File: config.mk
export PLATFORM = sky130hd
export DESIGN_NAME = qsu_isqrt
export DESIGN_NICKNAME = d
export VERILOG_FILES = /design/src/design/assert_macros.svh /design/src/design/qsu_pkg.sv /design/src/design/qsu_isqrt.sv
export SDC_FILE = /design/constraint.sdc
export NUM_CORES = 2
export LEC_CHECK = 0
export BUFFER_PORTS_ARGS = -buffer_cell sky130_fd_sc_hd__buf_2
export CAP_MARGIN = 20
export CORE_ASPECT_RATIO = 0.6
export CORE_UTILIZATION = 55
export CTS_CLUSTER_DIAMETER = 50
export DETAILED_ROUTE_END_ITERATION = 16
export GPL_TIMING_DRIVEN = 0
export PLACE_DENSITY = 0.85
export SLEW_MARGIN = 30
export SYNTH_ARGS = -nofsm -noshare
export SYNTH_HDL_FRONTEND = slang
export SYNTH_MEMORY_MAX_BITS = 65536
export SYNTH_SLANG_ARGS = --single-unit
File: constraint.sdc
create_clock -name clk -period 3.1 [get_ports clk]
set_input_delay 0.62 -clock clk [delete_from_list [all_inputs] [get_ports clk]]
set_output_delay 0.62 -clock clk [all_outputs]
set_load 0.01 [all_outputs]
File: src/design/assert_macros.svh
// ---------------------------------------------------------------------------
// assert_macros.svh
// Assertion shorthands for concurrent checks, compiled out with ASSERT_OFF
// ---------------------------------------------------------------------------
`ifndef ASSERT_MACROS_SVH
`define ASSERT_MACROS_SVH
`ifndef ASSERT_OFF
`define ASSERT_IMPLIES(label, clk, rst, a, c, msg) \
  label: assert property (@(posedge clk) disable iff (rst) (a) |-> (c)) else $error(msg);
`define ASSERT_NEXT(label, clk, rst, a, c, msg) \
  label: assert property (@(posedge clk) disable iff (rst) (a) |=> (c)) else $error(msg);
`else
`define ASSERT_IMPLIES(label, clk, rst, a, c, msg)
`define ASSERT_NEXT(label, clk, rst, a, c, msg)
`endif
`endif

File: src/design/qsu_pkg.sv
// ---------------------------------------------------------------------------
// qsu_pkg
// Types, constants and tables shared by the slerp pipeline
// ---------------------------------------------------------------------------
package qsu_pkg;

  localparam int CORDIC_STEPS = 24;
  localparam int ROOT_STEPS   = 18;
  localparam int QUOT_BITS    = 20;

  localparam logic signed [31:0] PI_Q24      = 32'sd52707179;
  localparam logic signed [31:0] HALF_PI_Q24 = 32'sd26353589;
  localparam logic signed [31:0] GAIN_Q24    = 32'sd10188014;

  localparam logic [16:0] ONE_Q16     = 17'd65536;
  localparam logic [15:0] LIMIT_RESET = 16'd4;
  localparam logic [15:0] CHORD_MAX   = 16'd32768;
  localparam logic [35:0] ROOT_ONE    = 36'd1073741824;
  localparam logic [QUOT_BITS-1:0] WEIGHT_MAX = '1;

  localparam logic signed [31:0] ATAN_Q24 [CORDIC_STEPS] = '{
    32'sd13176795, 32'sd7778716, 32'sd4110060, 32'sd2086331,
    32'sd1047214,  32'sd524117,  32'sd262123,  32'sd131069,
    32'sd65536,    32'sd32768,   32'sd16384,   32'sd8192,
    32'sd4096,     32'sd2048,    32'sd1024,    32'sd512,
    32'sd256,      32'sd128,     32'sd64,      32'sd32,
    32'sd16,       32'sd8,       32'sd4,       32'sd2
  };

  typedef struct packed {
    logic signed [15:0] start_w;
    logic signed [15:0] start_x;
    logic signed [15:0] start_y;
    logic signed [15:0] start_z;
    logic signed [15:0] end_w;
    logic signed [15:0] end_x;
    logic signed [15:0] end_y;
    logic signed [15:0] end_z;
    logic [16:0]        fraction;
  } in_item_t;

  typedef struct packed {
    logic signed [15:0] out_w;
    logic signed [15:0] out_x;
    logic signed [15:0] out_y;
    logic signed [15:0] out_z;
  } out_item_t;

  // per-item context that rides along the whole pipeline, index 0 is w
  typedef struct packed {
    logic [3:0][15:0] p;
    logic [3:0][15:0] q;
    logic [16:0]      alpha;
    logic             neg;
    logic             bypass;
    logic             linear;
    logic [15:0]      chord;
  } ctx_t;

endpackage

File: src/design/qsu_isqrt.sv
// ---------------------------------------------------------------------------
// qsu_isqrt
// Pipelined integer square root, one root bit per stage
// ---------------------------------------------------------------------------
module qsu_isqrt (
  input  logic           clk,
  input  logic           rst,
  input  logic           en,
  input  logic           in_valid,
  input  qsu_pkg::ctx_t  in_ctx,
  input  logic [35:0]    radicand,
  output logic           out_valid,
  output qsu_pkg::ctx_t  out_ctx,
  output logic [17:0]    root
);

  localparam int N = qsu_pkg::ROOT_STEPS;

  logic          vld_r [N];
  qsu_pkg::ctx_t ctx_r [N];
  logic [35:0]   rem_r [N];
  logic [35:0]   acc_r [N];

  for (genvar k = 0; k < N; k++) begin : g_step
    logic          vi;
    qsu_pkg::ctx_t ci;
    logic [35:0]   rem_i, acc_i, bit_k, trial;

    if (k == 0) begin : g_first
      assign vi    = in_valid;
      assign ci    = in_ctx;
      assign rem_i = radicand;
      assign acc_i = '0;
    end else begin : g_next
      assign vi    = vld_r[k-1];
      assign ci    = ctx_r[k-1];
      assign rem_i = rem_r[k-1];
      assign acc_i = acc_r[k-1];
    end

    assign bit_k = 36'd1 << (2 * (N - 1 - k));
    assign trial = acc_i + bit_k;

    always_ff @(posedge clk) begin
      if (rst) begin
        vld_r[k] <= 1'b0;
      end else if (en) begin
        vld_r[k] <= vi;
      end
    end

    always_ff @(posedge clk) begin
      if (en) begin
        ctx_r[k] <= ci;
        if (rem_i >= trial) begin
          rem_r[k] <= rem_i - trial;
          acc_r[k] <= (acc_i >> 1) + bit_k;
        end else begin
          rem_r[k] <= rem_i;
          acc_r[k] <= acc_i >> 1;
        end
      end
    end
  end

  assign out_valid = vld_r[N-1];
  assign out_ctx   = ctx_r[N-1];
  assign root      = acc_r[N-1][17:0];

endmodule

Yosys cells after proc, flatten, opt, wreduce, memory -nomap -nowiden
Memories as Yosys holds them, arrays and structs flattened.
Cells that the tools add are included.

storage, ports and cells
  flip-flop bits (word level) = 0
  RAM bits = 4266
  input port bits = 204
  output and inout bits = 183
  logic and storage cells = 296
  memories = 4

cells by class
  $add $sub $neg = 52
  order comparisons = 18
  muxes and demuxes = 168
  bitwise gates (word level) = 54

memories
  name   words  width  read ports  clocked after Yosys merged registers in  wr ports  RTL line         RTL
  ctx_r  18     164    18          0                                        18        qsu_isqrt.sv:20  qsu_pkg::ctx_t ctx_r [N];
  acc_r  18     36     18          0                                        18        qsu_isqrt.sv:22  logic [35:0] acc_r [N];
  rem_r  18     36     17          0                                        18        qsu_isqrt.sv:21  logic [35:0] rem_r [N];
  vld_r  18     1      18          0                                        18        qsu_isqrt.sv:19  logic vld_r [N];

operators by type and width
  cell                                                              count
  36-bit 2-to-1 mux                                                 36
  36-bit greater-or-equal comparator                                17
  36-bit subtractor                                                 17
  1-bit 2-to-1 mux                                                  132
  1-bit bitwise OR                                                  54
  35-bit by 1-bit adder with 36-bit output, second input constant   1
  35-bit by 11-bit adder with 36-bit output, second input constant  1
  35-bit by 13-bit adder with 36-bit output, second input constant  1
  35-bit by 15-bit adder with 36-bit output, second input constant  1
  35-bit by 17-bit adder with 36-bit output, second input constant  1
  35-bit by 19-bit adder with 36-bit output, second input constant  1
  35-bit by 21-bit adder with 36-bit output, second input constant  1
  35-bit by 23-bit adder with 36-bit output, second input constant  1
  35-bit by 25-bit adder with 36-bit output, second input constant  1
  35-bit by 27-bit adder with 36-bit output, second input constant  1
  35-bit by 29-bit adder with 36-bit output, second input constant  1
  35-bit by 3-bit adder with 36-bit output, second input constant   1
  35-bit by 31-bit adder with 36-bit output, second input constant  1
  35-bit by 33-bit adder with 36-bit output, second input constant  1
  35-bit by 5-bit adder with 36-bit output, second input constant   1
  35-bit by 7-bit adder with 36-bit output, second input constant   1
  35-bit by 9-bit adder with 36-bit output, second input constant   1
  36-bit by 1-bit adder with 36-bit output, second input constant   1
  36-bit by 11-bit adder with 36-bit output, second input constant  1
  17 further kinds                                                  17

Logic depth before layout (Yosys ltp)
An unclocked memory read counts as a cell.

  depth after elaboration = 7
  mapped depth = 12
  gate-level depth less buffers = 10

Least setup slack after synthesis
No wires, ideal clock.

  kind = reg-to-reg
  start point = memory rem_r[11][28] (netlist: rem_r[5][64])
  end point = memory rem_r[12][13] (netlist: rem_r[6][13]) (data pin)
  arrival = 2.809 ns
  slack = 0.031 ns
  cell stages (with the launch flop) = 8
  buffers on the path = 1
  period minus slack after synthesis = 3.069 ns
  cell sequence = edfxtp_1 -> or4_4 -> or4_1 -> a41o_1 -> or4_1 -> a211oi_2 -> buf_4 -> mux2_2

RTL lines
  element          RTL line
  start, declared  qsu_isqrt.sv:21

==> qor.yml <==
finish:
  nets: 7267
  final_layout_size_suffix_gt1_share_pct: 16.7
  fin_util_pct: 64.9
  nFillCells: 14265
  area_growth_syn_to_layout_pct: 16.6
  multiInputGateArea_um2: 13300
  seq_area_um2: 113000
routing:
  detail_route.vias_per_cell: 5.31
  drc: 0
  dr.pass1.iters: 5
  vias: 53872
  detail-route-antenna-nets: 0
  drtIter0Drc: 4931
  wl_per_cell_um: 21.7
  postRouteWirelength_um: 220000
worst_setup_path:
  cp.arrival_ns: 3.82
  critPathRequiredTime_ns: 3.67
  critPathKind: "reg2reg"
  critPathMaxStageDelay_ns: 0.57
  critPathTopFamily: "simple AND/OR/NAND/NOR gates"
  startpoint_type: "flip-flop"
  worstPathMaxFanout: 3
  cp_cell_sequence: "or4_4, or4_4, a41o_1, or4_4, a211oi_4, buf_6, nand4b_1, nor4_2, xor2_1"
  critPathSlowestCell: "or4_4"
  end_kind: "flip-flop"
  cp_common_cell: "or4_4"
  path_buf_inv: 1
synthesis:
  syn_avg_cell_area_um2: 21.6
  syn_area_um2: 126000
  synth_ff_type: "edfxtp_1"
  yosysWarningCount: 0
  yosys_register_bits: 3753
  synth_top_area_cell: "edfxtp_1"
  synthTopCellsByCount: "3753 x edfxtp_1, 229 x inv_1, 216 x nand2_1, 186 x ha_1, 163 x o21ai_0"
  async_reset_ff_share_pct: 0
  syn_nets: 6248
  netlist.area_leader.share_pct: 89.3
  synthTopCellsByArea: "edfxtp_1 89%, ha_1 1.8%, xnor2_1 0.96%"
  synth_cells: 5858
  synthDistinctLibCells: 70
  synth_edf_count: 3753
  yosysMostFrequentCell: "edfxtp_1"
  yosysSeqAreaShare_pct: 89.3
placed_design:
  dp_slack_ns: -2.49
  dpl.hpwl_um: 124000
  io_buffers: 386
  place_congestion: 0.857
grt:
  track_usage_pct: 18.8
  antenna_found_initial: 9
  grt_max_degree: 145
  overflow: 0
  grt_pass1_wl_um: 328000
  grt_pass1_vias: 54659
floorplanning:
  dieArea_um2: 232000
  die_h_um: 373
  ios: 387
  num_rows: 135
  initial_core_util_pct: 55.7
  die_x_um: 621
  coreArea_um2: 227000
timing:
  fmax_ghz: 0.308
  finClkSkew_ns: 0.0802
  setup_viol: 17
  fin_crit_sh_pct: 105
  slew_violations: 0
  relSlewSlack_pct: 38.2
  rsz0062_at_grt: "true"
  hold_slack_ns: 0.0807
  tightest_slew_ns: 0.926
  finalCriticalPeriod_ns: 3.25
  finalWorstSetupSlack_ns: -0.148
  timing_hold_violations_final: 0
power:
  internal_power_mw: 84.6
  switching_share_pct: 21.9
  power_density_nw_per_um2: 736
  p_leak_nw: 51.7
  ir_drop_mv: 0.622
  p_sw_mw: 23.7
  seqPwrFrac_pct: 57.0
  clkPwrFrac_pct: 37.3
  comb_power_share_pct: 5.7
run_status:
  violations: "negative setup slack"
  outcome: "finished with violations"
clock_tree:
  path_clk_slew_ns: 0.06
  cts_tree: "done"
  clk_latency_ns: 0.86
  clock_path_buffers: 4
  cts_buffers: 328
  cts_root_buffer: "clkbuf_16"
  ctsHtreeMaxLevel: 5
  numClockSinks: 3753
hold_path:
  hold_class: "in2reg"
run:
  maxCapViolCount: 0
[layout by cell type (no fill, tap or decap), drive strengths merged, types with 25 or more instances in the layout]
master and count:
a21o 59, a21oi 108, buf 514, bufinv 27
clkbuf 438, clkinv 134, dlygate4sd3 196, edfxtp 3753
ha 186, inv 243, nand2 216, nand2b 38
nand3 39, nand4 33, nor2 129, nor2b 25
nor3 91, nor4 109, o21a 42, o21ai 164
o31ai 26, xnor2 138, xor2 112
[layer usage]
layer | part of all wire (%) | track usage, % | up-vias
li1 | - | - | 25009
met1 | 43 | 25.8 | 26890
met2 | 50 | 31.5 | 1616
met3 | 5.5 | 3.19 | 357
met4 | 2.3 | 4.67 | 0
met5 | 0 | 0 | -
[registers in the layout, summed over array words and instances, names as in the netlist]
| register | count |
|---|---|
| acc_r | 171 |
| vld_r | 18 |
| rem_r | 612 |
| ctx_r | 2952 |
[final cells by class]
class	count	share of cell area, %
antenna	5	0.00850
buffer	69	0.322
clock buffer	391	5.81
clock inverter	185	1.29
inverter	229	0.584
multi-input combinational	1799	9.02
sequential	3753	76.5
tap	3014	2.56
timing repair buffer	697	3.88
[path summary, 6_finish.rpt]
| path | end | cells after the start | from | slack [ns] |
|---|---|---|---|---|
| setup / recovery | rem_r[6][34] | 9 | rem_r[5][64] | -0.15 |
| hold reg to reg | ctx_r[12][130] | 0 | ctx_r[11][130] | 0.37 |
| setup reg to reg | rem_r[6][34] | 9 | rem_r[5][64] | -0.15 |
| hold / removal | ctx_r[0][153] | 1 | in_ctx[153] | 0.08 |
[timing repair]
action	CTS	global route
cloned	10	5
pin swaps	11	40
endpoints found under the setup margin	1728	893
endpoints found under the hold margin	196	0
buffers inserted	16	51
resized for setup	108	140
hold buffers	196	0
[power by group through the flow]
stage               clock network (mW)  logic (mW)  registers [mW]
global route                      43.2        6.72            62.1
finish                            40.4        6.17            61.8
floorplan                            0        3.15            62.0
CTS                               41.2        5.84            61.8
global placement                     0        3.63            63.1
detailed placement                   0        5.38            62.7
[kinds of logic after synthesis]
kind of cell | Yosys count | synth area share [%]
AND/OR/NAND/NOR | 837 | 3.49
adder cells (fa/ha/maj) | 186 | 1.84
flip-flops | 3753 | 89.3
AO/OA/AOI/OAI | 503 | 2.51
multiplexers | 23 | 0.198
XOR/XNOR | 250 | 1.73
buffers and inverters | 306 | 0.969
[stage by stage]
step / total power [mW] / setup TNS, ns / area [µm²] / instances
floorplan: 65.1 / 0 / 126000 / 5858
global placement: 66.7 / - / 132000 / 9258
detailed placement: 68.1 / -3299.70 / 133000 / 9291
CTS: 109 / -3.26 / 146000 / 10085
global route: 112 / -3.79 / 147000 / 10140
finish: 108 / -1.05 / 147000 / 10142
(Power assumes the default switching activity.)
